===== config.mk =====
export PLATFORM = sky130hd
export DESIGN_NAME = pid_duty_with_relay_hysteresis_flat
export DESIGN_NICKNAME = d
export VERILOG_FILES = /design/src/design/pdr_pkg.sv /design/src/design/pdr_if.sv /design/src/design/pdr_smul.sv /design/src/design/pdr_sdiv.sv /design/src/design/pid_duty_with_relay_hysteresis.sv /design/src/flat_wrapper.sv
export SDC_FILE = /design/constraint.sdc
export NUM_CORES = 2
export LEC_CHECK = 0
export BUFFER_PORTS_ARGS = -buffer_cell sky130_fd_sc_hd__buf_2
export CAP_MARGIN = 15
export CELL_PAD_IN_SITES_DETAIL_PLACEMENT = 1
export CELL_PAD_IN_SITES_GLOBAL_PLACEMENT = 1
export CORE_MARGIN = 3
export CORE_UTILIZATION = 40
export CTS_CLUSTER_DIAMETER = 100
export DETAILED_ROUTE_END_ITERATION = 12
export GPL_TIMING_DRIVEN = 0
export MAX_ROUTING_LAYER = met4
export PLACE_DENSITY_LB_ADDON = 0.25
export SYNTH_ARGS = -nofsm -noshare
export SYNTH_HDL_FRONTEND = slang
export SYNTH_HIERARCHICAL = 1
export SYNTH_SLANG_ARGS = --single-unit

===== constraint.sdc =====
create_clock -name clk -period 7.8 [get_ports clk]
set_input_delay 1.56 -clock clk [delete_from_list [all_inputs] [get_ports clk]]
set_output_delay 1.56 -clock clk [all_outputs]
set_load 0.005 [all_outputs]

===== src/design/pdr_pkg.sv =====
package pdr_pkg;

	// Field widths
	localparam int MEAS_W    = 10;
	localparam int DT_W      = 16;
	localparam int GAIN_W    = 16;
	localparam int ERR_W     = MEAS_W + 1;
	localparam int LAST_W    = 12;
	localparam int INTEG_W   = 40;
	localparam int FRAC_W    = 8;
	localparam int MS_PER_S  = 1000;
	localparam int CFG_IDX_W = 3;

	// Shared serial multiplier: multiplicand and multiplier widths
	localparam int MUL_A_W = INTEG_W;
	localparam int MUL_B_W = DT_W + 1;
	localparam int PROD_W  = MUL_A_W + MUL_B_W;

	// Shared serial divider: divisor width holds 256 * elapsed_ms and 256 * 1000
	localparam int DIV_D_W = DT_W + FRAC_W;
	localparam logic [DIV_D_W-1:0] I_DIVISOR = DIV_D_W'((1 << FRAC_W) * MS_PER_S);

	// Scaled error step (delta error times 1000) and PID sum widths
	localparam int D1000_W = 22;
	localparam int SUM_W   = 40;

	typedef enum logic [CFG_IDX_W-1:0] {
		REG_ENABLE   = 3'd0,
		REG_TARGET   = 3'd1,
		REG_BAND     = 3'd2,
		REG_GAIN_P   = 3'd3,
		REG_GAIN_I   = 3'd4,
		REG_GAIN_D   = 3'd5,
		REG_DUTY_MIN = 3'd6,
		REG_DUTY_MAX = 3'd7
	} cfg_reg_t;

	typedef enum logic [3:0] {
		S_IDLE,
		S_M_IOLD,
		S_D_IOLD,
		S_M_EDT,
		S_M_INEW,
		S_D_INEW,
		S_M_P,
		S_M_D,
		S_D_D,
		S_SUM,
		S_CLAMP,
		S_DONE
	} ctl_state_t;

endpackage


===== src/design/pdr_if.sv =====
interface pdr_in_if;
	logic                        valid;
	logic                        ready;
	logic [pdr_pkg::MEAS_W-1:0]  measured_humidity;
	logic [pdr_pkg::DT_W-1:0]    elapsed_ms;

	modport source (output valid, measured_humidity, elapsed_ms, input ready);
	modport sink (input valid, measured_humidity, elapsed_ms, output ready);
endinterface

interface pdr_out_if #(parameter int DUTY_BITS = 11);
	logic                        valid;
	logic                        ready;
	logic signed [DUTY_BITS-1:0] drive_duty;
	logic                        relay_on;

	modport source (output valid, drive_duty, relay_on, input ready);
	modport sink (input valid, drive_duty, relay_on, output ready);
endinterface


===== src/design/pdr_smul.sv =====
module pdr_smul #(
	parameter int A_W = 40,
	parameter int B_W = 17
) (
	input  logic                     clk,
	input  logic                     arst_n,
	input  logic                     start,
	input  logic signed [A_W-1:0]    a,
	input  logic signed [B_W-1:0]    b,
	output logic                     done,
	output logic signed [A_W+B_W-1:0] prod
);

	localparam int P_W   = A_W + B_W;
	localparam int CNT_W = $clog2(B_W + 1);

	logic [A_W-1:0]   a_mag;
	logic [B_W-1:0]   b_mag;
	logic [A_W-1:0]   mcand_q;
	logic [P_W-1:0]   acc_q;
	logic             neg_q;
	logic [CNT_W-1:0] cnt_q;
	logic             done_q;
	logic [A_W-1:0]   addend;
	logic [A_W:0]     top_sum;

	// Split operands into sign and magnitude
	assign a_mag = a[A_W-1] ? A_W'(~a + 1'b1) : A_W'(a);
	assign b_mag = b[B_W-1] ? B_W'(~b + 1'b1) : B_W'(b);

	// One multiplier bit per cycle: add to the upper half, shift right
	assign addend  = acc_q[0] ? mcand_q : '0;
	assign top_sum = {1'b0, acc_q[P_W-1:B_W]} + {1'b0, addend};

	always_ff @(posedge clk or negedge arst_n) begin
		if (!arst_n) begin
			cnt_q  <= '0;
			done_q <= 1'b0;
		end else if (start) begin
			cnt_q  <= CNT_W'(B_W);
			done_q <= 1'b0;
		end else if (cnt_q != '0) begin
			cnt_q  <= cnt_q - 1'b1;
			done_q <= (cnt_q == CNT_W'(1));
		end else begin
			done_q <= 1'b0;
		end
	end

	always_ff @(posedge clk) begin
		if (start) begin
			mcand_q <= a_mag;
			acc_q   <= {{A_W{1'b0}}, b_mag};
			neg_q   <= a[A_W-1] ^ b[B_W-1];
		end else if (cnt_q != '0) begin
			acc_q <= {top_sum, acc_q[B_W-1:1]};
		end
	end

	// Restore the sign of the product
	assign prod = neg_q ? $signed(P_W'(~acc_q + 1'b1)) : $signed(acc_q);
	assign done = done_q;

endmodule


===== src/design/pdr_sdiv.sv =====
module pdr_sdiv #(
	parameter int N_W = 57,
	parameter int D_W = 24
) (
	input  logic                  clk,
	input  logic                  arst_n,
	input  logic                  start,
	input  logic signed [N_W-1:0] num,
	input  logic [D_W-1:0]        den,
	output logic                  done,
	output logic signed [N_W-1:0] quo
);

	localparam int CNT_W = $clog2(N_W + 1);

	logic [N_W-1:0]   n_mag;
	logic [N_W-1:0]   quo_q;
	logic [D_W-1:0]   rem_q;
	logic [D_W-1:0]   den_q;
	logic             neg_q;
	logic [CNT_W-1:0] cnt_q;
	logic             done_q;
	logic [D_W:0]     rem_sh;
	logic [D_W:0]     trial;
	logic             fits;

	assign n_mag = num[N_W-1] ? N_W'(~num + 1'b1) : N_W'(num);

	// One quotient bit per cycle, restoring
	assign rem_sh = {rem_q, quo_q[N_W-1]};
	assign trial  = rem_sh - {1'b0, den_q};
	assign fits   = (rem_sh >= {1'b0, den_q});

	always_ff @(posedge clk or negedge arst_n) begin
		if (!arst_n) begin
			cnt_q  <= '0;
			done_q <= 1'b0;
		end else if (start) begin
			cnt_q  <= CNT_W'(N_W);
			done_q <= 1'b0;
		end else if (cnt_q != '0) begin
			cnt_q  <= cnt_q - 1'b1;
			done_q <= (cnt_q == CNT_W'(1));
		end else begin
			done_q <= 1'b0;
		end
	end

	always_ff @(posedge clk) begin
		if (start) begin
			quo_q <= n_mag;
			rem_q <= '0;
			den_q <= den;
			neg_q <= num[N_W-1];
		end else if (cnt_q != '0) begin
			quo_q <= {quo_q[N_W-2:0], fits};
			rem_q <= fits ? trial[D_W-1:0] : rem_sh[D_W-1:0];
		end
	end

	// Round toward minus infinity: a negative inexact quotient drops by one
	always_comb begin
		if (!neg_q) begin
			quo = $signed(quo_q);
		end else if (rem_q != '0) begin
			quo = $signed(~quo_q);
		end else begin
			quo = $signed(N_W'(~quo_q + 1'b1));
		end
	end

	assign done = done_q;

endmodule


===== src/design/pid_duty_with_relay_hysteresis.sv =====
// When enabled, an accepted request makes five passes of the bit-serial multiplier and
// three passes of the bit-serial divider, then goes through the sum, clamp and load
// states; when disabled it goes straight to the load state. One request in flight at a
// time: a new request is taken only once the last result has been loaded into the
// output register, and the load waits while the output stalls.
// Reset clears the controller state, loads the register defaults and empties the output.
module pid_duty_with_relay_hysteresis #(
	parameter int DUTY_BITS = 11
) (
	input  logic                                       clk,
	input  logic                                       arst_n,
	input  logic                                       cfg_we,
	input  logic [pdr_pkg::CFG_IDX_W-1:0]              cfg_idx,
	input  logic [((DUTY_BITS > pdr_pkg::GAIN_W) ? DUTY_BITS : pdr_pkg::GAIN_W)-1:0] cfg_wdata,
	pdr_in_if.sink                                     sample,
	pdr_out_if.source                                  result
);

	localparam int MEAS_W  = pdr_pkg::MEAS_W;
	localparam int DT_W    = pdr_pkg::DT_W;
	localparam int GAIN_W  = pdr_pkg::GAIN_W;
	localparam int ERR_W   = pdr_pkg::ERR_W;
	localparam int LAST_W  = pdr_pkg::LAST_W;
	localparam int INTEG_W = pdr_pkg::INTEG_W;
	localparam int MUL_A_W = pdr_pkg::MUL_A_W;
	localparam int MUL_B_W = pdr_pkg::MUL_B_W;
	localparam int PROD_W  = pdr_pkg::PROD_W;
	localparam int DIV_D_W = pdr_pkg::DIV_D_W;
	localparam int D1000_W = pdr_pkg::D1000_W;
	localparam int SUM_W   = pdr_pkg::SUM_W;

	// Configuration registers
	logic                        enable_q;
	logic [MEAS_W-1:0]           target_q;
	logic [MEAS_W-1:0]           band_q;
	logic signed [GAIN_W-1:0]    gain_p_q;
	logic signed [GAIN_W-1:0]    gain_i_q;
	logic signed [GAIN_W-1:0]    gain_d_q;
	logic signed [DUTY_BITS-1:0] duty_min_q;
	logic signed [DUTY_BITS-1:0] duty_max_q;

	// Controller state
	logic                        relay_q;
	logic signed [INTEG_W-1:0]   integ_q;
	logic signed [LAST_W-1:0]    last_err_q;

	// Per-request working registers
	pdr_pkg::ctl_state_t         state_q, state_d;
	logic [DT_W-1:0]             dt_q;
	logic signed [ERR_W-1:0]     e_q;
	logic                        upd_q;
	logic signed [SUM_W-1:0]     i_new_q;
	logic signed [SUM_W-1:0]     p_q;
	logic signed [SUM_W-1:0]     d_q;
	logic signed [SUM_W-1:0]     sum_q;
	logic signed [DUTY_BITS-1:0] res_duty_q;
	logic                        res_relay_q;

	// Output register
	logic                        out_full_q;
	logic signed [DUTY_BITS-1:0] out_duty_q;
	logic                        out_relay_q;

	// Unit handshakes and operands
	logic                        mul_start_q, mul_start_d;
	logic                        div_start_q, div_start_d;
	logic                        mul_done, div_done;
	logic signed [MUL_A_W-1:0]   mul_a;
	logic signed [MUL_B_W-1:0]   mul_b;
	logic signed [PROD_W-1:0]    mul_prod;
	logic [DIV_D_W-1:0]          div_den;
	logic signed [PROD_W-1:0]    div_quo;

	// Combinational helpers
	logic                        accept;
	logic                        out_load;
	logic signed [ERR_W-1:0]     e_d;
	logic [MEAS_W:0]             hi_thr;
	logic signed [MEAS_W+1:0]    lo_thr;
	logic                        above, below;
	logic                        relay_d;
	logic [DT_W-1:0]             dt_d;
	logic signed [LAST_W-1:0]    err_step;
	logic signed [D1000_W-1:0]   step_w;
	logic signed [D1000_W-1:0]   step_k;
	logic signed [INTEG_W:0]     integ_sum;
	logic signed [INTEG_W-1:0]   integ_sat;
	logic signed [SUM_W-1:0]     lim_lo, lim_hi, clamp_lo, clamp_hi;
	logic                        upd_d;

	assign accept   = sample.valid && sample.ready;
	assign out_load = (state_q == pdr_pkg::S_DONE) && (!out_full_q || result.ready);

	// Write configuration registers
	always_ff @(posedge clk or negedge arst_n) begin
		if (!arst_n) begin
			enable_q   <= 1'b0;
			target_q   <= MEAS_W'(500);
			band_q     <= MEAS_W'(20);
			gain_p_q   <= GAIN_W'(256);
			gain_i_q   <= '0;
			gain_d_q   <= '0;
			duty_min_q <= '0;
			duty_max_q <= DUTY_BITS'(1023);
		end else if (cfg_we) begin
			unique case (pdr_pkg::cfg_reg_t'(cfg_idx))
				pdr_pkg::REG_ENABLE:   enable_q   <= cfg_wdata[0];
				pdr_pkg::REG_TARGET:   target_q   <= cfg_wdata[MEAS_W-1:0];
				pdr_pkg::REG_BAND:     band_q     <= cfg_wdata[MEAS_W-1:0];
				pdr_pkg::REG_GAIN_P:   gain_p_q   <= $signed(cfg_wdata[GAIN_W-1:0]);
				pdr_pkg::REG_GAIN_I:   gain_i_q   <= $signed(cfg_wdata[GAIN_W-1:0]);
				pdr_pkg::REG_GAIN_D:   gain_d_q   <= $signed(cfg_wdata[GAIN_W-1:0]);
				pdr_pkg::REG_DUTY_MIN: duty_min_q <= $signed(cfg_wdata[DUTY_BITS-1:0]);
				pdr_pkg::REG_DUTY_MAX: duty_max_q <= $signed(cfg_wdata[DUTY_BITS-1:0]);
				default: ;
			endcase
		end
	end

	// Error, relay thresholds and elapsed time of the incoming request
	assign e_d    = $signed({1'b0, sample.measured_humidity}) - $signed({1'b0, target_q});
	assign hi_thr = {1'b0, target_q} + {1'b0, band_q};
	assign lo_thr = $signed({2'b00, target_q}) - $signed({2'b00, band_q});
	assign above  = {1'b0, sample.measured_humidity} > hi_thr;
	assign below  = $signed({2'b00, sample.measured_humidity}) < lo_thr;
	assign dt_d   = (sample.elapsed_ms == '0) ? DT_W'(1) : sample.elapsed_ms;

	always_comb begin
		relay_d = relay_q;
		if (relay_q && above) begin
			relay_d = 1'b0;
		end else if (!relay_q && below) begin
			relay_d = 1'b1;
		end
	end

	// Error step times 1000 as shifts: 1000 = 1024 - 16 - 8
	assign err_step = $signed({e_q[ERR_W-1], e_q}) - last_err_q;
	assign step_w   = D1000_W'(err_step);
	assign step_k   = (step_w <<< 10) - (step_w <<< 4) - (step_w <<< 3);

	// Select multiplier operands for the current pass
	always_comb begin
		unique case (state_q)
			pdr_pkg::S_M_EDT: begin
				mul_a = MUL_A_W'(e_q);
				mul_b = $signed({1'b0, dt_q});
			end
			pdr_pkg::S_M_P: begin
				mul_a = MUL_A_W'(e_q);
				mul_b = MUL_B_W'(gain_p_q);
			end
			pdr_pkg::S_M_D: begin
				mul_a = MUL_A_W'(step_k);
				mul_b = MUL_B_W'(gain_d_q);
			end
			default: begin
				mul_a = MUL_A_W'(integ_q);
				mul_b = MUL_B_W'(gain_i_q);
			end
		endcase
	end

	assign div_den = (state_q == pdr_pkg::S_D_D) ? {dt_q, {pdr_pkg::FRAC_W{1'b0}}}
	                                             : pdr_pkg::I_DIVISOR;

	pdr_smul #(
		.A_W (MUL_A_W),
		.B_W (MUL_B_W)
	) u_mul (
		.clk    (clk),
		.arst_n (arst_n),
		.start  (mul_start_q),
		.a      (mul_a),
		.b      (mul_b),
		.done   (mul_done),
		.prod   (mul_prod)
	);

	pdr_sdiv #(
		.N_W (PROD_W),
		.D_W (DIV_D_W)
	) u_div (
		.clk    (clk),
		.arst_n (arst_n),
		.start  (div_start_q),
		.num    (mul_prod),
		.den    (div_den),
		.done   (div_done),
		.quo    (div_quo)
	);

	// Anti-windup check against the integral term before the update
	assign upd_d = e_q[ERR_W-1] ? (div_quo >= PROD_W'(duty_min_q))
	                            : (div_quo <= PROD_W'(duty_max_q));

	// Integral update with saturation at the 40-bit limits
	assign integ_sum = (INTEG_W + 1)'(integ_q) + (INTEG_W + 1)'(mul_prod);
	always_comb begin
		if (integ_sum[INTEG_W] != integ_sum[INTEG_W-1]) begin
			integ_sat = integ_sum[INTEG_W] ? {1'b1, {(INTEG_W-1){1'b0}}}
			                               : {1'b0, {(INTEG_W-1){1'b1}}};
		end else begin
			integ_sat = integ_sum[INTEG_W-1:0];
		end
	end

	// Clamp: raise to the lower limit first, then lower to the upper limit
	assign lim_lo   = SUM_W'(duty_min_q);
	assign lim_hi   = SUM_W'(duty_max_q);
	assign clamp_lo = (sum_q < lim_lo) ? lim_lo : sum_q;
	assign clamp_hi = (clamp_lo > lim_hi) ? lim_hi : clamp_lo;

	// Sequence the passes over the shared units
	always_comb begin
		state_d = state_q;
		unique case (state_q)
			pdr_pkg::S_IDLE:   if (sample.valid) state_d = enable_q ? pdr_pkg::S_M_IOLD
			                                                         : pdr_pkg::S_DONE;
			pdr_pkg::S_M_IOLD: if (mul_done) state_d = pdr_pkg::S_D_IOLD;
			pdr_pkg::S_D_IOLD: if (div_done) state_d = pdr_pkg::S_M_EDT;
			pdr_pkg::S_M_EDT:  if (mul_done) state_d = pdr_pkg::S_M_INEW;
			pdr_pkg::S_M_INEW: if (mul_done) state_d = pdr_pkg::S_D_INEW;
			pdr_pkg::S_D_INEW: if (div_done) state_d = pdr_pkg::S_M_P;
			pdr_pkg::S_M_P:    if (mul_done) state_d = pdr_pkg::S_M_D;
			pdr_pkg::S_M_D:    if (mul_done) state_d = pdr_pkg::S_D_D;
			pdr_pkg::S_D_D:    if (div_done) state_d = pdr_pkg::S_SUM;
			pdr_pkg::S_SUM:    state_d = pdr_pkg::S_CLAMP;
			pdr_pkg::S_CLAMP:  state_d = pdr_pkg::S_DONE;
			pdr_pkg::S_DONE:   if (out_load) state_d = pdr_pkg::S_IDLE;
			default:           state_d = pdr_pkg::S_IDLE;
		endcase

		mul_start_d = (state_d != state_q) && (state_d == pdr_pkg::S_M_IOLD ||
			state_d == pdr_pkg::S_M_EDT || state_d == pdr_pkg::S_M_INEW ||
			state_d == pdr_pkg::S_M_P || state_d == pdr_pkg::S_M_D);
		div_start_d = (state_d != state_q) && (state_d == pdr_pkg::S_D_IOLD ||
			state_d == pdr_pkg::S_D_INEW || state_d == pdr_pkg::S_D_D);
	end

	assign sample.ready = (state_q == pdr_pkg::S_IDLE);

	// Hold control state, controller state and the output flag
	always_ff @(posedge clk or negedge arst_n) begin
		if (!arst_n) begin
			state_q     <= pdr_pkg::S_IDLE;
			mul_start_q <= 1'b0;
			div_start_q <= 1'b0;
			out_full_q  <= 1'b0;
			relay_q     <= 1'b0;
			integ_q     <= '0;
			last_err_q  <= '0;
		end else begin
			state_q     <= state_d;
			mul_start_q <= mul_start_d;
			div_start_q <= div_start_d;
			if (out_load) begin
				out_full_q <= 1'b1;
			end else if (result.ready) begin
				out_full_q <= 1'b0;
			end
			if (accept && enable_q) begin
				relay_q <= relay_d;
			end
			if (state_q == pdr_pkg::S_M_EDT && mul_done && upd_q) begin
				integ_q <= integ_sat;
			end
			if (state_q == pdr_pkg::S_CLAMP) begin
				last_err_q <= LAST_W'(e_q);
			end
		end
	end

	// Capture the request and the partial terms
	always_ff @(posedge clk) begin
		if (accept) begin
			dt_q        <= dt_d;
			e_q         <= e_d;
			res_duty_q  <= '0;
			res_relay_q <= relay_q;
		end
		if (state_q == pdr_pkg::S_D_IOLD && div_done) begin
			upd_q <= upd_d;
		end
		if (state_q == pdr_pkg::S_D_INEW && div_done) begin
			i_new_q <= SUM_W'(div_quo);
		end
		if (state_q == pdr_pkg::S_M_P && mul_done) begin
			p_q <= SUM_W'(mul_prod >>> pdr_pkg::FRAC_W);
		end
		if (state_q == pdr_pkg::S_D_D && div_done) begin
			d_q <= SUM_W'(div_quo);
		end
		if (state_q == pdr_pkg::S_SUM) begin
			sum_q <= p_q + i_new_q + d_q;
		end
		if (state_q == pdr_pkg::S_CLAMP) begin
			res_duty_q  <= DUTY_BITS'(clamp_hi);
			res_relay_q <= relay_q;
		end
		if (out_load) begin
			out_duty_q  <= res_duty_q;
			out_relay_q <= res_relay_q;
		end
	end

	assign result.valid      = out_full_q;
	assign result.drive_duty = out_duty_q;
	assign result.relay_on   = out_relay_q;

endmodule


===== src/flat_wrapper.sv =====
// flat-port wrapper written by rule: the top's interface ports become plain ports
module pid_duty_with_relay_hysteresis_flat 
#(
	parameter int DUTY_BITS = 11
)
  (clk, arst_n, cfg_we, cfg_idx, cfg_wdata, sample_valid, sample_measured_humidity, sample_elapsed_ms, sample_ready, result_valid, result_drive_duty, result_relay_on, result_ready);
  pdr_in_if sample_i ();
  pdr_out_if #(.DUTY_BITS(DUTY_BITS)) result_i ();
  input  logic clk;
  input  logic arst_n;
  input  logic cfg_we;
  input  logic [pdr_pkg::CFG_IDX_W-1:0] cfg_idx;
  input  logic [((DUTY_BITS > pdr_pkg::GAIN_W) ? DUTY_BITS : pdr_pkg::GAIN_W)-1:0] cfg_wdata;
  input wire logic [$bits(sample_i.valid)-1:0] sample_valid;
  input wire logic [$bits(sample_i.measured_humidity)-1:0] sample_measured_humidity;
  input wire logic [$bits(sample_i.elapsed_ms)-1:0] sample_elapsed_ms;
  output wire logic [$bits(sample_i.ready)-1:0] sample_ready;
  output wire logic [$bits(result_i.valid)-1:0] result_valid;
  output wire logic [$bits(result_i.drive_duty)-1:0] result_drive_duty;
  output wire logic [$bits(result_i.relay_on)-1:0] result_relay_on;
  input wire logic [$bits(result_i.ready)-1:0] result_ready;
  assign sample_i.valid = sample_valid;
  assign sample_i.measured_humidity = sample_measured_humidity;
  assign sample_i.elapsed_ms = sample_elapsed_ms;
  assign sample_ready = sample_i.ready;
  assign result_valid = result_i.valid;
  assign result_drive_duty = result_i.drive_duty;
  assign result_relay_on = result_i.relay_on;
  assign result_i.ready = result_ready;
  pid_duty_with_relay_hysteresis #(.DUTY_BITS(DUTY_BITS)) u_core (.clk(clk), .arst_n(arst_n), .cfg_we(cfg_we), .cfg_idx(cfg_idx), .cfg_wdata(cfg_wdata), .sample(sample_i), .result(result_i));
endmodule

==> impl_summary.txt <==
----------------------------------------------------
[Yosys]
  Synth Instances ... 4465
  Top-area cell type share of the netlist area ... 24.6%
  Library cells used by synthesis ... 103
  Share of flip-flops with an asynchronous set or reset ... 28.2%
  Post-synth EDFFs ... 352
  Flops & latches, synth ... 579
  Post-synth top flop ... edfxtp_1
  Share of the yosys chip area belonging to registers ... 37.2%
  Yosys top cell by area ... edfxtp_1
  Average size of a mapped cell ... 9.61 um^2
  Top cells by area, synth ... edfxtp_1 (25%), ha_1 (13%), dfrtp_1 (8.4%)
  Post-Syn Area ... 42900 um^2
  Warning count from the yosys run ... 6

[Routing]
  Vias per cell ... 5.69
  Number of DRC violations after detailed-routing iteration 0 ... 2265
  Wirelength, routed ... 135 mm
  DRC Markers ... 0
  DRT Pass-1 Iters ... 5
  Vias ... 34600
  Antenna-violating nets left ... 0
  Average wire per cell in the routed design ... 22.2 um

[Min path]
  Hold path startpoint ... u_core/res_duty_q[0]
  Sink of the worst hold path ... u_core/result.drive_duty[0]
  Path type of the worst min-delay path ... reg -> reg
  Number of cells on the worst hold path ... 0

[Clocking]
  CTS buffer count ... 73
  TritonCTS clock tree ... yes
  Hold buffers post-CTS ... 0
  Clock Root Buffer ... clkbuf_16
  Number of H-tree levels ... 3
  CTS max path bufs ... 3
  Clock slew seen by the registers of the worst setup and hold paths ... 0.06 ns
  Clk_lat worst skew ... 0.68 ns
  TritonCTS sink count ... 579

[Timing]
  Share of the cycle needed by the critical path after routing ... 95.7%
  Transition time at the pin with the least slew margin ... 1.23 ns
  Final setup slack of the worst path ... 0.335 ns
  Final Setup Violations ... 0
  Tmin final ... 7.47 ns
  Setup TNS Final ... 0 ns
  Max transition margin ... 17.6%
  Fin. Hold Viols ... 0
  Post-route clock skew ... 0.0622 ns
  Max frequency ... 134 MHz
  Number of pins exceeding their max-slew limit in the final report ... 0

[Layout]
  Final cell utilization of the core ... 45.2%
  Area of combinational cells with multiple inputs ... 25600 um^2
  Commonest non-fill, non-tap cell in the layout ... nand2_1
  Layout filler cell count ... 12000
  Proportion of layout cells with a drive suffix above 1 ... 9.28%
  Non-filler instance count after layout ... 6082
  Area growth from synthesis to final layout ... 11.5%
  Storage cell area ... 16000 um^2
  Leading cell types in the layout, fill and taps excluded ... nand2_1 (455), ha_1 (431), edfxtp_1 (352), a21oi_1 (331), o21ai_0 (289)
  Total number of nets in the final design ... 5158
  Post-route design area ... 47800 um^2

[Floorplanning]
  Overall die width ... 333 um
  Overall die height ... 333 um
  Starting density of the core ... 40.5%
  Top-Level Pins ... 64
  Placeable core region ... 106000 um^2
  FP Rows ... 119
  Die Area ... 111000 um^2

[Critical path]
  R2R Path End ... u_core/u_mul/mcand_q[33]
  CP peak stage delay ... 0.58 ns
  Crit start category ... flip-flop
  Critical register-to-register path startpoint ... u_core/e_q[0]
  Endpoint kind of the worst setup timing path ... flip-flop
  Critical Path Fanout Max ... 4
  Worst endpoint required time ... 8.16 ns
  Type of the setup path with the least slack ... reg -> reg
  Number of cells on the worst reg-to-reg path ... 32
  Register-to-register path setup slack ... 0.33 ns
  Data arrival at the endpoint of the critical path ... 7.83 ns
  CP most frequent cell ... inv_1
  Master of the slowest instance on the critical path ... or4_4

[Job]
  Number of maximum-capacitance constraint violations ... 0

[Global routing]
  First-pass GRT wire length ... 210 mm
  Residual overflow from global routing ... 0
  Initial antenna violation count ... 5
  Pin count of the biggest net entering global routing ... 109
  GRT Util Overall ... 24.7%
  Vias in the first global route ... 36400

[Run status]
  Result of the run ... complete, no violations

[Pwr]
  Worst-case vdd ir drop ... 0.147 mV
  Power per standard cell area ... 241 nW/um^2
  Pleak ... 19.7 nW

[Placed design]
  Half-perimeter wire length after detailed placement ... 107 mm
  Number of cells in the design after placement ... 5933
  Cell Area, Placed ... 45200 um^2
  Pre-CTS setup slack ... -0.322 ns
  Count of input and output buffers ... 61
  Routability-driven placement congestion ratio ... 0.882

----------------------------------------------------
==> worst max path at each step <==
stage	start	end	cells past startpoint
after detailed placement	u_core/e_q[0]	u_core/u_mul/mcand_q[33]	31
after global placement	u_core/duty_min_q[10]	u_core/res_duty_q[1]	22
final	u_core/e_q[0]	u_core/u_mul/mcand_q[33]	32
after global routing	u_core/e_q[0]	u_core/u_mul/mcand_q[38]	31
after CTS	u_core/e_q[0]	u_core/u_mul/mcand_q[33]	31
after floorplan	u_core/e_q[0]	u_core/u_mul/mcand_q[33]	32
==> kinds of logic after synthesis <==
group           synth area share [%]
simple gates                    15.2
compound gates                  17.7
flops                           37.2
xor+xnor                        7.96
mux                             3.17
buf+inv                         3.29
fa+ha+maj                       15.5
other cells                  0.00874
==> what timing repair did <==
item                                    in CTS  in global routing
pin swaps                                    1                  6
gates resized for setup                      4                 20
endpoints found under the setup margin      10                 17
hold endpoints to repair                     0                  0
setup buffers                                1                  6
==> report_power, final <==
part           switching, mW  leakage (nW)  internal, mW
logic                   2.37          12.8          1.61
registers              0.439          5.70          3.58
clock network           1.47          1.21          2.05
total                   4.27          19.7          7.24
==> registers in the layout (all words and copies together) (netlist names), 24 cells and up <==
register	cells
u_core/d_q	40
u_core/sum_q	40
u_core/i_new_q	40
u_core/u_div/quo_q	57
u_core/u_div/den_q	24
u_core/u_mul/acc_q	57
u_core/integ_q	40
u_core/u_mul/mcand_q	40
u_core/p_q	40
u_core/u_div/rem_q	24
==> layer usage <==
layer	share of wire (%)	up-vias	GRT usage, %
met1	46	17200	31.6
met3	4.2	185	3.52
met2	47	588	39.8
met4	3.6	0	9.17
li1	-	16700	-
met5	0	-	-
==> worst max-delay path, delay by kind of cell (launching register included) <==
family	cells	cell delay, ns
AOI/OAI and AO/OA	12	1.91
xor gates and xnor gates	2	0.38
adders and majority gates	4	1.43
buffers and inverters	4	0.32
DFF	1	0.41
and+or+nand+nor	10	2.72
==> cell usage after synthesis, drive strengths merged (23+ instances only) <==
cell type / count
nand2: 456
ha: 431
edfxtp: 352
a21oi: 338
o21ai: 333
xnor2: 269
nor2: 249
inv: 196
clkbuf: 156
a21o: 150
dfrtp: 144
xor2: 118
mux2: 101
o31ai: 79
nand3: 71
and2: 70
nor3: 70
dfxtp: 64
nand2b: 64
nand4: 64
nor2b: 58
fa: 52
or3: 46
nor4: 39
o21bai: 36
or4: 33
a211oi: 30
o41ai: 30
o211ai: 23
==> per-stage QoR <==
step	hold slack, ns	total power, mW
2_1_floorplan	0.400	6.79
3_3_place_gp	0.401	7.86
3_5_place_dp	0.409	8.01
4_1_cts	0.424	11.6
5_1_grt	0.431	12.3
6_report	0.422	11.5
==> area by class of cell <==
type,count,area share [%]
diodes,6,0.0314
plain buffers,174,1.43
clock buffers,99,4.28
clock inverters,36,0.939
inverters,196,1.55
multi-input cells,3523,53.6
flip-flops and latches,579,33.4
well taps,1391,3.64
repair buffers,78,1.19
Note: power is estimated with default switching activity, not from simulation.
